==> src/sv/vca_pkg.sv <==
// Shared types and constants for the voice channel allocator.
`default_nettype none

package vca_pkg;

  localparam int FUNC_W    = 3;
  localparam int CHAN_IN_W = 5;
  localparam int PRIO_W    = 8;
  localparam int TIME_W    = 32;
  localparam int SND_W     = 16;

  typedef enum logic [FUNC_W-1:0] {
    FN_PLAY_AUTO = 3'd0,
    FN_PLAY_CHAN = 3'd1,
    FN_STOP      = 3'd2,
    FN_END       = 3'd3,
    FN_TICK      = 3'd4,
    FN_STOP_ALL  = 3'd5
  } vca_func_e;

  typedef struct packed {
    logic [PRIO_W-1:0] prio;
    logic [TIME_W-1:0] start;
    logic [SND_W-1:0]  snd;
  } vca_entry_t;

  // Commands from the controller to the datapath.
  typedef struct packed {
    logic load;
    logic time_inc;
    logic clear_one;
    logic clear_all;
    logic scan_init;
    logic scan_rd;
    logic look_rd;
    logic commit_auto;
    logic commit_chan;
    logic finish_ok;
    logic finish_fail;
  } vca_cmd_t;

  // Status from the datapath to the controller.
  typedef struct packed {
    logic chan_ok;
    logic snd_nz;
    logic scan_last;
  } vca_sts_t;

endpackage

`default_nettype wire

==> src/sv/vca_ctrl.sv <==
// Controller state machine for the voice channel allocator.
`default_nettype none

module vca_ctrl
  import vca_pkg::*;
(
  input  logic              clk_i,
  input  logic              rst_ni,
  input  logic              start,
  input  logic [FUNC_W-1:0] func_i,
  input  vca_sts_t          sts_i,
  output logic              busy,
  output vca_cmd_t          cmd_o
);

  localparam logic [2:0] ST_IDLE     = 3'd0;
  localparam logic [2:0] ST_SCAN     = 3'd1;
  localparam logic [2:0] ST_DRAIN    = 3'd2;
  localparam logic [2:0] ST_COMMIT_A = 3'd3;
  localparam logic [2:0] ST_LOOK     = 3'd4;
  localparam logic [2:0] ST_COMMIT_C = 3'd5;

  logic [2:0] state_q, state_d;
  logic       accept;

  assign busy   = (state_q != ST_IDLE);
  assign accept = start && !busy;

  always_comb begin
    state_d = state_q;
    cmd_o   = '0;
    case (state_q)
      ST_IDLE: begin
        if (accept) begin
          case (func_i)
            FN_PLAY_AUTO: begin
              if (sts_i.snd_nz) begin
                cmd_o.load      = 1'b1;
                cmd_o.time_inc  = 1'b1;
                cmd_o.scan_init = 1'b1;
                state_d         = ST_SCAN;
              end else begin
                cmd_o.finish_fail = 1'b1;
              end
            end
            FN_PLAY_CHAN: begin
              if (sts_i.snd_nz && sts_i.chan_ok) begin
                cmd_o.load     = 1'b1;
                cmd_o.time_inc = 1'b1;
                state_d        = ST_LOOK;
              end else begin
                cmd_o.finish_fail = 1'b1;
              end
            end
            FN_STOP, FN_END: begin
              if (sts_i.chan_ok) begin
                cmd_o.clear_one = 1'b1;
                cmd_o.finish_ok = 1'b1;
              end else begin
                cmd_o.finish_fail = 1'b1;
              end
            end
            FN_TICK: begin
              cmd_o.time_inc  = 1'b1;
              cmd_o.finish_ok = 1'b1;
            end
            FN_STOP_ALL: begin
              cmd_o.clear_all = 1'b1;
              cmd_o.finish_ok = 1'b1;
            end
            default: begin
              cmd_o.finish_fail = 1'b1;
            end
          endcase
        end
      end
      ST_SCAN: begin
        cmd_o.scan_rd = 1'b1;
        if (sts_i.scan_last) begin
          state_d = ST_DRAIN;
        end
      end
      ST_DRAIN: begin
        state_d = ST_COMMIT_A;
      end
      ST_COMMIT_A: begin
        cmd_o.commit_auto = 1'b1;
        state_d           = ST_IDLE;
      end
      ST_LOOK: begin
        cmd_o.look_rd = 1'b1;
        state_d       = ST_COMMIT_C;
      end
      ST_COMMIT_C: begin
        cmd_o.commit_chan = 1'b1;
        state_d           = ST_IDLE;
      end
      default: begin
        state_d = ST_IDLE;
      end
    endcase
  end

  always_ff @(posedge clk_i or negedge rst_ni) begin
    if (!rst_ni) begin
      state_q <= ST_IDLE;
    end else begin
      state_q <= state_d;
    end
  end

`ifndef SYNTHESIS
  a_scan_holds: assert property (@(posedge clk_i) disable iff (!rst_ni)
    (state_q == ST_SCAN && !sts_i.scan_last) |=> (state_q == ST_SCAN))
    else $error("scan left before the last channel");

  a_drain_to_commit: assert property (@(posedge clk_i) disable iff (!rst_ni)
    (state_q == ST_DRAIN) |=> (state_q == ST_COMMIT_A))
    else $error("drain not followed by commit");

  a_one_finish: assert property (@(posedge clk_i) disable iff (!rst_ni)
    $countones({cmd_o.commit_auto, cmd_o.commit_chan, cmd_o.finish_ok,
                cmd_o.finish_fail}) <= 1)
    else $error("more than one result in a cycle");
`endif

endmodule

`default_nettype wire

==> src/sv/vca_dp.sv <==
// Datapath of the voice channel allocator: channel table, time counter and scan.
`default_nettype none

module vca_dp
  import vca_pkg::*;
#(
  parameter int NUM_CHANNELS = 32
) (
  input  logic                 clk_i,
  input  logic                 rst_ni,
  input  vca_cmd_t             cmd_i,
  output vca_sts_t             sts_o,
  input  logic [CHAN_IN_W-1:0] channel_i,
  input  logic [PRIO_W-1:0]    priority_req_i,
  input  logic [SND_W-1:0]     sound_id_i,
  output logic                 done_o,
  output logic                 ok_o,
  output logic [CHAN_IN_W-1:0] granted_channel_o,
  output logic                 evicted_o,
  output logic [SND_W-1:0]     evicted_sound_o
);

  localparam int CW = $clog2(NUM_CHANNELS);

  // Playing flags live in flops; clearing a channel drops only its flag, not its table entry.
  logic [NUM_CHANNELS-1:0] active_q;
  vca_entry_t              mem_q [NUM_CHANNELS];
  vca_entry_t              rd_data_q;

  logic [TIME_W-1:0] time_q;
  logic [CW-1:0]     chan_q;
  logic [PRIO_W-1:0] prio_q;
  logic [SND_W-1:0]  snd_q;

  logic [CW-1:0] idx_q;
  logic          proc_q;
  logic [CW-1:0] proc_idx_q;
  logic          idle_found_q;
  logic [CW-1:0] idle_idx_q;
  logic          best_found_q;
  logic [CW-1:0] best_idx_q;
  logic [PRIO_W-1:0] best_p_q;
  logic [TIME_W-1:0] best_t_q;
  logic [SND_W-1:0]  best_s_q;

  logic                 done_q;
  logic                 ok_q;
  logic [CHAN_IN_W-1:0] gch_q;
  logic                 ev_q;
  logic [SND_W-1:0]     evs_q;

  logic [CW-1:0] in_idx;
  logic          rd_en;
  logic [CW-1:0] rd_addr;
  logic          wr_en;
  logic [CW-1:0] wr_addr;
  vca_entry_t    wr_data;
  logic          auto_ok;
  logic [CW-1:0] auto_pick;
  logic          proc_act;
  logic          better;
  logic          chan_act;

  assign in_idx = CW'(channel_i);

  assign sts_o.chan_ok   = (32'(channel_i) < NUM_CHANNELS);
  assign sts_o.snd_nz    = (sound_id_i != '0);
  assign sts_o.scan_last = (idx_q == CW'(NUM_CHANNELS - 1));

  assign rd_en   = cmd_i.scan_rd || cmd_i.look_rd;
  assign rd_addr = cmd_i.look_rd ? chan_q : idx_q;

  assign auto_ok   = idle_found_q || best_found_q;
  assign auto_pick = idle_found_q ? idle_idx_q : best_idx_q;
  assign chan_act  = active_q[chan_q];

  assign wr_en   = (cmd_i.commit_auto && auto_ok) || cmd_i.commit_chan;
  assign wr_addr = cmd_i.commit_chan ? chan_q : auto_pick;
  assign wr_data = '{prio: prio_q, start: time_q, snd: snd_q};

  assign proc_act = active_q[proc_idx_q];
  // Lower priority wins, then the older start time; ties keep the lower index.
  assign better = (rd_data_q.prio <= prio_q) &&
                  (!best_found_q || (rd_data_q.prio < best_p_q) ||
                   ((rd_data_q.prio == best_p_q) && (rd_data_q.start < best_t_q)));

  always_ff @(posedge clk_i) begin
    if (wr_en) begin
      mem_q[wr_addr] <= wr_data;
    end
    if (rd_en) begin
      rd_data_q <= mem_q[rd_addr];
    end
  end

  always_ff @(posedge clk_i) begin
    if (cmd_i.load) begin
      chan_q <= in_idx;
      prio_q <= priority_req_i;
      snd_q  <= sound_id_i;
    end
    proc_idx_q <= idx_q;
    if (proc_q && !idle_found_q && !proc_act) begin
      idle_idx_q <= proc_idx_q;
    end
    if (proc_q && better) begin
      best_idx_q <= proc_idx_q;
      best_p_q   <= rd_data_q.prio;
      best_t_q   <= rd_data_q.start;
      best_s_q   <= rd_data_q.snd;
    end
    if (cmd_i.commit_auto) begin
      ok_q  <= auto_ok;
      gch_q <= auto_ok ? CHAN_IN_W'(auto_pick) : '0;
      ev_q  <= !idle_found_q && best_found_q;
      evs_q <= (!idle_found_q && best_found_q) ? best_s_q : '0;
    end else if (cmd_i.commit_chan) begin
      ok_q  <= 1'b1;
      gch_q <= CHAN_IN_W'(chan_q);
      ev_q  <= chan_act;
      evs_q <= chan_act ? rd_data_q.snd : '0;
    end else if (cmd_i.finish_ok || cmd_i.finish_fail) begin
      ok_q  <= cmd_i.finish_ok;
      gch_q <= '0;
      ev_q  <= 1'b0;
      evs_q <= '0;
    end
  end

  always_ff @(posedge clk_i or negedge rst_ni) begin
    if (!rst_ni) begin
      active_q     <= '0;
      time_q       <= '0;
      idx_q        <= '0;
      proc_q       <= 1'b0;
      idle_found_q <= 1'b0;
      best_found_q <= 1'b0;
      done_q       <= 1'b0;
    end else begin
      done_q <= cmd_i.commit_auto || cmd_i.commit_chan ||
                cmd_i.finish_ok || cmd_i.finish_fail;
      proc_q <= cmd_i.scan_rd;
      if (cmd_i.time_inc) begin
        time_q <= time_q + 1'b1;
      end
      if (cmd_i.scan_init) begin
        idx_q        <= '0;
        idle_found_q <= 1'b0;
        best_found_q <= 1'b0;
      end else begin
        if (cmd_i.scan_rd) begin
          idx_q <= idx_q + 1'b1;
        end
        if (proc_q && !proc_act) begin
          idle_found_q <= 1'b1;
        end
        if (proc_q && better) begin
          best_found_q <= 1'b1;
        end
      end
      if (cmd_i.clear_all) begin
        active_q <= '0;
      end else if (cmd_i.clear_one) begin
        active_q[in_idx] <= 1'b0;
      end else if (wr_en) begin
        active_q[wr_addr] <= 1'b1;
      end
    end
  end

  assign done_o            = done_q;
  assign ok_o              = ok_q;
  assign granted_channel_o = gch_q;
  assign evicted_o         = ev_q;
  assign evicted_sound_o   = evs_q;

`ifndef SYNTHESIS
  a_evict_needs_ok: assert property (@(posedge clk_i) disable iff (!rst_ni)
    (done_q && ev_q) |-> ok_q)
    else $error("eviction reported on a failed beat");

  a_fail_is_zero: assert property (@(posedge clk_i) disable iff (!rst_ni)
    (done_q && !ok_q) |-> (gch_q == '0 && evs_q == '0))
    else $error("failed beat carries data");

  a_stop_all_clears: assert property (@(posedge clk_i) disable iff (!rst_ni)
    cmd_i.clear_all |=> (active_q == '0))
    else $error("stop all left a channel playing");
`endif

endmodule

`default_nettype wire

==> src/sv/voice_channel_allocator.sv <==
// Top level of the voice channel allocator.
// Play auto reads the table once per channel in the scan, then passes drain and commit;
// play on channel reads its own entry, then commits; other commands register their result at accept.
// One item at a time; the next is taken at the edge that ends the result beat, and
// results carry no back pressure on done_o.
// Reset clears all playing flags and the time counter at once; no clearing pass.
`default_nettype none

module voice_channel_allocator
  import vca_pkg::*;
#(
  parameter int NUM_CHANNELS = 32
) (
  input  logic                 clk_i,
  input  logic                 rst_ni,
  input  logic                 start,
  output logic                 busy,
  input  logic [FUNC_W-1:0]    func_i,
  input  logic [CHAN_IN_W-1:0] channel_i,
  input  logic [PRIO_W-1:0]    priority_req_i,
  input  logic [SND_W-1:0]     sound_id_i,
  output logic                 done_o,
  output logic                 ok_o,
  output logic [CHAN_IN_W-1:0] granted_channel_o,
  output logic                 evicted_o,
  output logic [SND_W-1:0]     evicted_sound_o
);

  vca_cmd_t cmd;
  vca_sts_t sts;

  vca_ctrl u_ctrl (
    .clk_i  (clk_i),
    .rst_ni (rst_ni),
    .start  (start),
    .func_i (func_i),
    .sts_i  (sts),
    .busy   (busy),
    .cmd_o  (cmd)
  );

  vca_dp #(
    .NUM_CHANNELS (NUM_CHANNELS)
  ) u_dp (
    .clk_i             (clk_i),
    .rst_ni            (rst_ni),
    .cmd_i             (cmd),
    .sts_o             (sts),
    .channel_i         (channel_i),
    .priority_req_i    (priority_req_i),
    .sound_id_i        (sound_id_i),
    .done_o            (done_o),
    .ok_o              (ok_o),
    .granted_channel_o (granted_channel_o),
    .evicted_o         (evicted_o),
    .evicted_sound_o   (evicted_sound_o)
  );

endmodule

`default_nettype wire
==> config.mk <==
export PLATFORM = sky130hd
export DESIGN_NAME = voice_channel_allocator
export DESIGN_NICKNAME = d
export VERILOG_FILES = /design/src/sv/vca_pkg.sv /design/src/sv/vca_ctrl.sv /design/src/sv/vca_dp.sv /design/src/sv/voice_channel_allocator.sv
export SDC_FILE = /design/constraint.sdc
export NUM_CORES = 2
export LEC_CHECK = 0
export BUFFER_PORTS_ARGS = -buffer_cell sky130_fd_sc_hd__buf_4
export CORE_MARGIN = 5
export CORE_UTILIZATION = 35
export CTS_CLUSTER_DIAMETER = 80
export CTS_CLUSTER_SIZE = 20
export DETAILED_ROUTE_END_ITERATION = 16
export PLACE_DENSITY = 0.57
export SYNTH_ARGS = -nofsm -noshare
export SYNTH_HDL_FRONTEND = slang
export SYNTH_SLANG_ARGS = --single-unit
==> constraint.sdc <==
create_clock -name clk_i -period 15.9 [get_ports clk_i]
set_input_delay 3.18 -clock clk_i [delete_from_list [all_inputs] [get_ports clk_i]]
set_output_delay 3.18 -clock clk_i [all_outputs]
set_load 0.02 [all_outputs]
After elaboration in Yosys (flattened, before gate mapping)
Memory sizes are Yosys's and may differ from the RTL's. A register that Yosys moved wholly into a read port is not among the register bits.
Index checks and enable logic that the tools add are counted.
Widths: inputs -> output; s select.
{ "classes": {"addsub": 2, "multipliers": 0, "div_mod_pow": 0, "n_lt_le_gt_ge": 9, "eq_ne": 17, "shifts": 0, "mux": 61, "bitwise": 3, "reduce_logical": 37} }
{ "op_table": {"columns": ["op", "count"], "rows": [
  ["$mux 32", 3],
  ["$mux 16", 5],
  ["$mux 5", 11],
  ["$add 32x1->32 const B", 1],
  ["$and 32x32->32", 1],
  ["$lt 32x32->1", 1],
  ["$not 32->32", 1],
  ["$or 32x32->32", 1],
  ["$mux 1", 27],
  ["$lt 5x6->1 const B", 4],
  ["$reduce_bool 16->1", 1],
  ["$eq 3x2->1 const B", 4],
  ["$eq 3x3->1 const B", 4],
  ["$mux 3", 4],
  ["$pmux 3 s4", 1],
  ["$logic_and 1x1->1", 11],
  ["$bmux 1 s5", 2],
  ["$demux 1 s5", 2],
  ["$ge 5x1->1 const B", 2],
  ["$logic_or 1x1->1", 9],
  ["$ne 3x3->1 const B", 3],
  ["$reduce_bool 3->1", 3],
  ["$eq 8x8->1", 1],
  ["$le 8x8->1", 1],
  ["15 further kinds", 26]
]} }
{ "word_totals": {"register_bits": 199, "latch_bits": 0, "ramBits": 1792, "rom_bits": 0, "input_bits": 35, "memories": 1} }
{ "mem_list": {"columns": ["memory", "depth", "word_bits", "rd", "rd_clocked_by_memory_dff", "write_ports", "line", "text"], "rows": [
  ["u_dp.mem_q", 32, 56, 1, 1, 1, "vca_dp.sv:27", "vca_entry_t mem_q [NUM_CHANNELS];"]
]} }

Depth between registers and ports, before layout
{ "depth": {"ltp_word": 11, "mapped_depth": 11} }

Modules after synthesis
A second synthesis with hierarchy kept.
{ "hier_totals": {"hier_cells": 4520, "area_unflattened_um2": 81748.4} }
{ "modules_own_cells": {"columns": ["mod", "n_inst", "cells_each", "area_each_um2", "seq_area_each_um2"], "rows": [
  ["vca_dp", 1, 4478, 81433.1, 60963.5],
  ["vca_ctrl", 1, 42, 315.3, 75.1]
]} }

Least setup slack after synthesis
Ideal clock, no wire load.
{ "synth_path": {"path_kind": "register to register", "startpoint": "reg u_dp.prio_q[1]", "endpoint": "reg u_dp.best_idx_q[0], enable pin", "setup_time_ns": 0.653, "t_arrival_ns": 8.143, "t_required_ns": 15.247, "path_slack_ns": 7.105, "stages_incl_launch_ff": 9, "n_path_buf": 0, "synth_period_minus_slack_ns": 8.795, "path_cell_list": "edfxtp_1 -> inv_1 -> ha_1 -> nor2b_1 -> o21a_1 -> o21a_1 -> o21ai_0 -> a21oi_1 -> nor4b_1"} }
{ "synth_between": {"elab_chain_cells": 3} }
{ "synth_rtl": {"columns": ["element", "line", "text"], "rows": [
  ["start: declaration", "vca_dp.sv:32", "logic [PRIO_W-1:0] prio_q;"],
  ["start signal: assignment", "vca_dp.sv:99", "prio_q <= priority_req_i;"],
  ["$le 8x8->1", "vca_dp.sv:83", "assign better = (rd_data_q.prio <= prio_q) &&"],
  ["$logic_and 1x1->1", "vca_dp.sv:83", null],
  ["$logic_and 1x1->1", "vca_dp.sv:106", "if (proc_q && better) begin"],
  ["end signal: assignment", "vca_dp.sv:107", "best_idx_q <= proc_idx_q;"],
  ["end: declaration", "vca_dp.sv:41", "logic [CW-1:0] best_idx_q;"]
]} }
Every way passes these cells.
A chain may end at the register's enable or synchronous reset.

Worst setup path in the final report
{ "layout_path": {"startpoint": "reg u_ctrl.state_q[0]", "endpoint": "reg u_dp.rd_data_q[9] (netlist name)"} }
{ "layout_between": {"elab_chain_cells": 3, "elab_cells_between_ends": 6, "classes_between": "2 x eq/ne; 3 x mux; 1 x reduce/logical"} }
{ "layout_rtl": {"columns": ["element", "line", "text"], "rows": [
  ["start: declaration", "vca_ctrl.sv:23", "logic [2:0] state_q, state_d;"],
  ["start signal: assignment", "vca_ctrl.sv:108", "state_q <= state_d;"],
  ["$eq 3x3->1 / $eq 3x1->1 (equally long branches)", "vca_ctrl.sv:32", "case (state_q)"],
  ["$mux 1", "vca_ctrl.sv:32", null],
  ["$mux 5 / $logic_or 1x1->1 (equally long branches)", "vca_dp.sv:71, vca_dp.sv:70", null]
]} }
Several ways; a longest one is shown, not always the timed one.

==> out/qor.txt <==
CRITICAL PATH
------------------------------------------------------------------------------------------------------
Startpoint type of the worst setup path                                                           flop
Highest cell delay on the worst timing path                                                    0.83 ns
Logic depth of the worst setup path including buffers                                                9
Required time of the critical path                                                            16.40 ns
Critical R2R Capture                                                                      u_dp.rd_data_q[9]
CP max FO                                                                                          113
Family with the most delay on the worst path                                              buffers and inverters
Cell type with the highest occurrence count on the critical path                          sky130_fd_sc_hd__buf_4
Element type at the critical path end                                                             flop
Arrival time worst endpoint                                                                    6.48 ns
Worst Setup EP                                                                            u_dp.rd_data_q[9]
Worst-case reg-to-reg path depth                                                                     9
Critical setup path kind                                                                    reg -> reg
Buf+Inv Stages, Crit Path                                                                            3
Launching instance or port of the critical path                                           u_ctrl.state_q[0]
Cells along the critical path                                                             or3b_1 -> mux2_8 -> buf_4 -> buf_12 -> buf_4 -> mux2i_1 -> o22ai_1 -> nor4_1 -> nand3_1
Critical path's slowest cell                                                              sky130_fd_sc_hd__mux2_8
Setup slack of the most critical reg-to-reg path                                               9.92 ns
Reg-to-reg critical path startpoint                                                       u_ctrl.state_q[0]

TIMING
------------------------------------------------------------------------------------------------------
Final Hold Viols                                                                                     0
Final number of max-transition violations                                                            0
Setup tns final                                                                                   0 ns
Worst Tran Pin Value                                                                           1.41 ns
Final worst path period share                                                                    37.6%
Worst slew slack as a fraction of its limit                                                      5.91%
RSZ-0062 raised after global routing                                                             false
Post-layout minimum cycle time                                                                 5.98 ns
Worst clock skew on the final layout                                                         0.0522 ns
Max frequency                                                                                0.167 GHz
Number of setup violations in the final report                                                       0

GLOBAL ROUTE
------------------------------------------------------------------------------------------------------
Via count of the first global-routing pass                                                      43,138
Global router's overall resource usage                                                           18.6%
First-pass GRT wire length                                                                      321 mm
Pin count of the biggest net entering global routing                                               114
Total grt overflow                                                                                   0
Initial antenna violation count                                                                      5

PLACE
------------------------------------------------------------------------------------------------------
Weighted congestion at the end of routability-driven global placement                            0.776
Placed wire-length estimate                                                                     114 mm
Cells after DPL                                                                                  8,079
Number of input and output port buffers inserted                                                    59

SYNTH
------------------------------------------------------------------------------------------------------
Combined area of all synthesized cells                                                     79,400 um^2
Mapped Avg Cell Area                                                                         15.3 um^2
Cells after synthesis                                                                            5,178
Top-count cell post-synth                                                                 sky130_fd_sc_hd__edfxtp_1
Number of nets in the synthesized netlist                                                        5,263
Sequential fraction of the synthesis area                                                        76.9%
Warnings, synthesis                                                                                  0
Most area-hungry cell type in the Yosys netlist                                           sky130_fd_sc_hd__edfxtp_1
Number of enable flip-flop cells after synthesis                                                 1,966
Yosys reg bits                                                                                   2,047
Flip-flop cell with the highest count after synthesis                                     sky130_fd_sc_hd__edfxtp_1
Post-synthesis async set-or-reset flop share                                                     3.71%
Area share of the largest cell type after synthesis                                              74.4%
Most frequent cells after synthesis                                                       1,966 x sky130_fd_sc_hd__edfxtp_1, 930 x sky130_fd_sc_hd__nand2_1, 518 x sky130_fd_sc_hd__a21oi_1
Post-synthesis cell type count                                                                      62
Largest cells by area after synthesis                                                     sky130_fd_sc_hd__edfxtp_1 74%, sky130_fd_sc_hd__mux2i_1 5.8%, sky130_fd_sc_hd__nand2_1 4.4%, sky130_fd_sc_hd__a21oi_1 3.3%, sky130_fd_sc_hd__dfrtp_1 2.4%

FLOORPLANNING
------------------------------------------------------------------------------------------------------
Std-Cell Core Area                                                                        225,000 um^2
Top-level I/O count                                                                                 60
Initial Util                                                                                     35.2%
Height of the chip                                                                              486 um
Number of rows created at floorplan                                                                174
Floorplan die area                                                                        236,000 um^2
Width of the die                                                                                486 um

CLOCKING
------------------------------------------------------------------------------------------------------
Cell chosen for the clock root                                                            sky130_fd_sc_hd__clkbuf_16
Number of buffers created by CTS                                                                   117
Number of setup buffers added after CTS                                                              0
Skew-Pair Late Insertion Delay                                                                 0.80 ns
H-tree depth                                                                                         3
Clock transition at the register clock pins on the worst setup and hold paths after CTS        0.08 ns
Number of resized instances in the post-cts repair step                                              0
Cts hold-fix bufs                                                                                    0
Largest buffer count on any clock path                                                               3
Clock tree from TritonCTS                                                                          yes
CTS sink cnt                                                                                     2,047

DETAILED ROUTING
------------------------------------------------------------------------------------------------------
Drt wl/cell                                                                                    27.4 um
Final routed wirelength across all metal layers                                                 227 mm
Vias after detailed routing                                                                     45,309
DRC                                                                                                  0
Initial DRC Count                                                                                5,625
Post-detailed-route via-to-cell ratio                                                             5.48
Post-DRT Antenna Nets                                                                                0
Router iterations before antenna repair                                                              6

POWER
------------------------------------------------------------------------------------------------------
Power per Cell Area                                                                        143 nW/um^2
Leakage Power                                                                                  29.7 nW
Peak supply drop                                                                              0.118 mV
Power, Total                                                                                   12.4 mW

LAYOUT
------------------------------------------------------------------------------------------------------
Layout Cells excl Fill                                                                           8,263
Post-layout nets                                                                                 5,291
Synth-to-layout area growth                                                                      9.87%
Fillers                                                                                         20,657
Share of cells above drive strength 1                                                            7.82%

MIN PATH
------------------------------------------------------------------------------------------------------
Tightest Hold Check Type                                                                    reg -> reg

JOB
------------------------------------------------------------------------------------------------------
Max-cap violation count                                                                              0

RUN STATUS
------------------------------------------------------------------------------------------------------
Outcome                                                                                   finished clean

cell usage in the layout, fill, tap and decap left out, types with 30 or more instances in the layout:
| master | count |
|---|---|
| sky130_fd_sc_hd__o22ai_1 | 224 |
| sky130_fd_sc_hd__clkbuf_16 | 118 |
| sky130_fd_sc_hd__a21oi_1 | 516 |
| sky130_fd_sc_hd__ha_1 | 50 |
| sky130_fd_sc_hd__buf_4 | 172 |
| sky130_fd_sc_hd__nand3_1 | 81 |
| sky130_fd_sc_hd__inv_1 | 60 |
| sky130_fd_sc_hd__clkbuf_1 | 44 |
| sky130_fd_sc_hd__mux2i_1 | 456 |
| sky130_fd_sc_hd__o21ai_0 | 30 |
| sky130_fd_sc_hd__edfxtp_1 | 1966 |
| sky130_fd_sc_hd__nor2_1 | 42 |
| sky130_fd_sc_hd__nand2_1 | 930 |
| sky130_fd_sc_hd__dfrtp_1 | 76 |
| sky130_fd_sc_hd__nor2_4 | 32 |
| sky130_fd_sc_hd__nor4_1 | 173 |
where the power goes:
part           total, mW  internal (mW)  switching, mW
logic               2.80          0.878           1.92
registers           6.51           6.25          0.253
clock network       3.14           1.40           1.74
how the worst min path moves through the flow:
stage	slack, ns	from	cells past startpoint	end
after floorplan	0.36	u_dp.idx_q[3]	0	u_dp.proc_idx_q[3]
after global placement	0.44	u_dp.rd_data_q[7]	0	u_dp.best_s_q[7]
after detailed placement	0.43	u_dp.rd_data_q[16]	0	u_dp.best_t_q[0]
after CTS	0.45	u_dp.rd_data_q[1]	0	u_dp.best_s_q[1]
after global routing	0.47	u_dp.rd_data_q[1]	0	u_dp.best_s_q[1]
final	0.46	u_dp.rd_data_q[44]	0	u_dp.best_t_q[28]
cell type report:
cell class	instances	area (um^2)	share of cell area [%]
diodes	1	2.50	0.00287
clock buffers	164	3150	3.61
clock inverters	19	228	0.261
inverters	60	225	0.258
multi-input cells	2807	17500	20.1
flip-flops and latches	2047	61000	70.0
well taps	2992	3740	4.29
repair buffers	173	1310	1.50
flip-flops by register name, summed over array words and instances (netlist names), 3 cells and up:
name and cells:
u_dp.mem_q 1792, u_dp.time_q 32, u_dp.best_s_q 16, u_dp.active_q 32, u_ctrl.state_q 3, u_dp.idle_idx_q 5
u_dp.proc_idx_q 5, u_dp.snd_q 16, u_dp.best_idx_q 5, u_dp.chan_q 5, u_dp.best_p_q 8, u_dp.evicted_sound_o 16
u_dp.granted_channel_o 5, u_dp.idx_q 5, u_dp.best_t_q 32, u_dp.prio_q 8, u_dp.rd_data_q 56
stage by stage:
step	hold WS [ns]	utilization [%]	worst slack, ns	area, um^2
CTS	0.451	38.7	9.98	87200
global placement	0.439	37.2	10.07	83800
global route	0.466	38.7	9.58	87200
finish	0.462	38.7	9.92	87200
detailed placement	0.429	37.2	9.92	83800
floorplan	0.360	-	7.10	79400
routing by layer:
| layer | track usage [%] | wire length, um |
|---|---|---|
| met2 | 30.6 | 108000 |
| met5 | 0 | 13 |
| met3 | 3.19 | 18300 |
| met4 | 4.97 | 6100 |
| met1 | 25.6 | 93700 |
kinds of logic (layout without fill, tap and decap cells):
| kind of cell | count (synthesis) | in the layout | synth area share [%] |
|---|---|---|---|
| adder cells (fa/ha/maj) | 50 | 50 | 0.788 |
| AO/OA/AOI/OAI | 855 | 855 | 6.04 |
| buffers and inverters | 324 | 416 | 1.64 |
| flip-flops | 2047 | 2047 | 76.9 |
| AND/OR/NAND/NOR | 1376 | 1376 | 7.62 |
| multiplexers | 491 | 491 | 6.62 |
| other | 0 | 1 | 0 |
| XOR/XNOR | 35 | 35 | 0.386 |
Power figures use the tool's default switching activity.
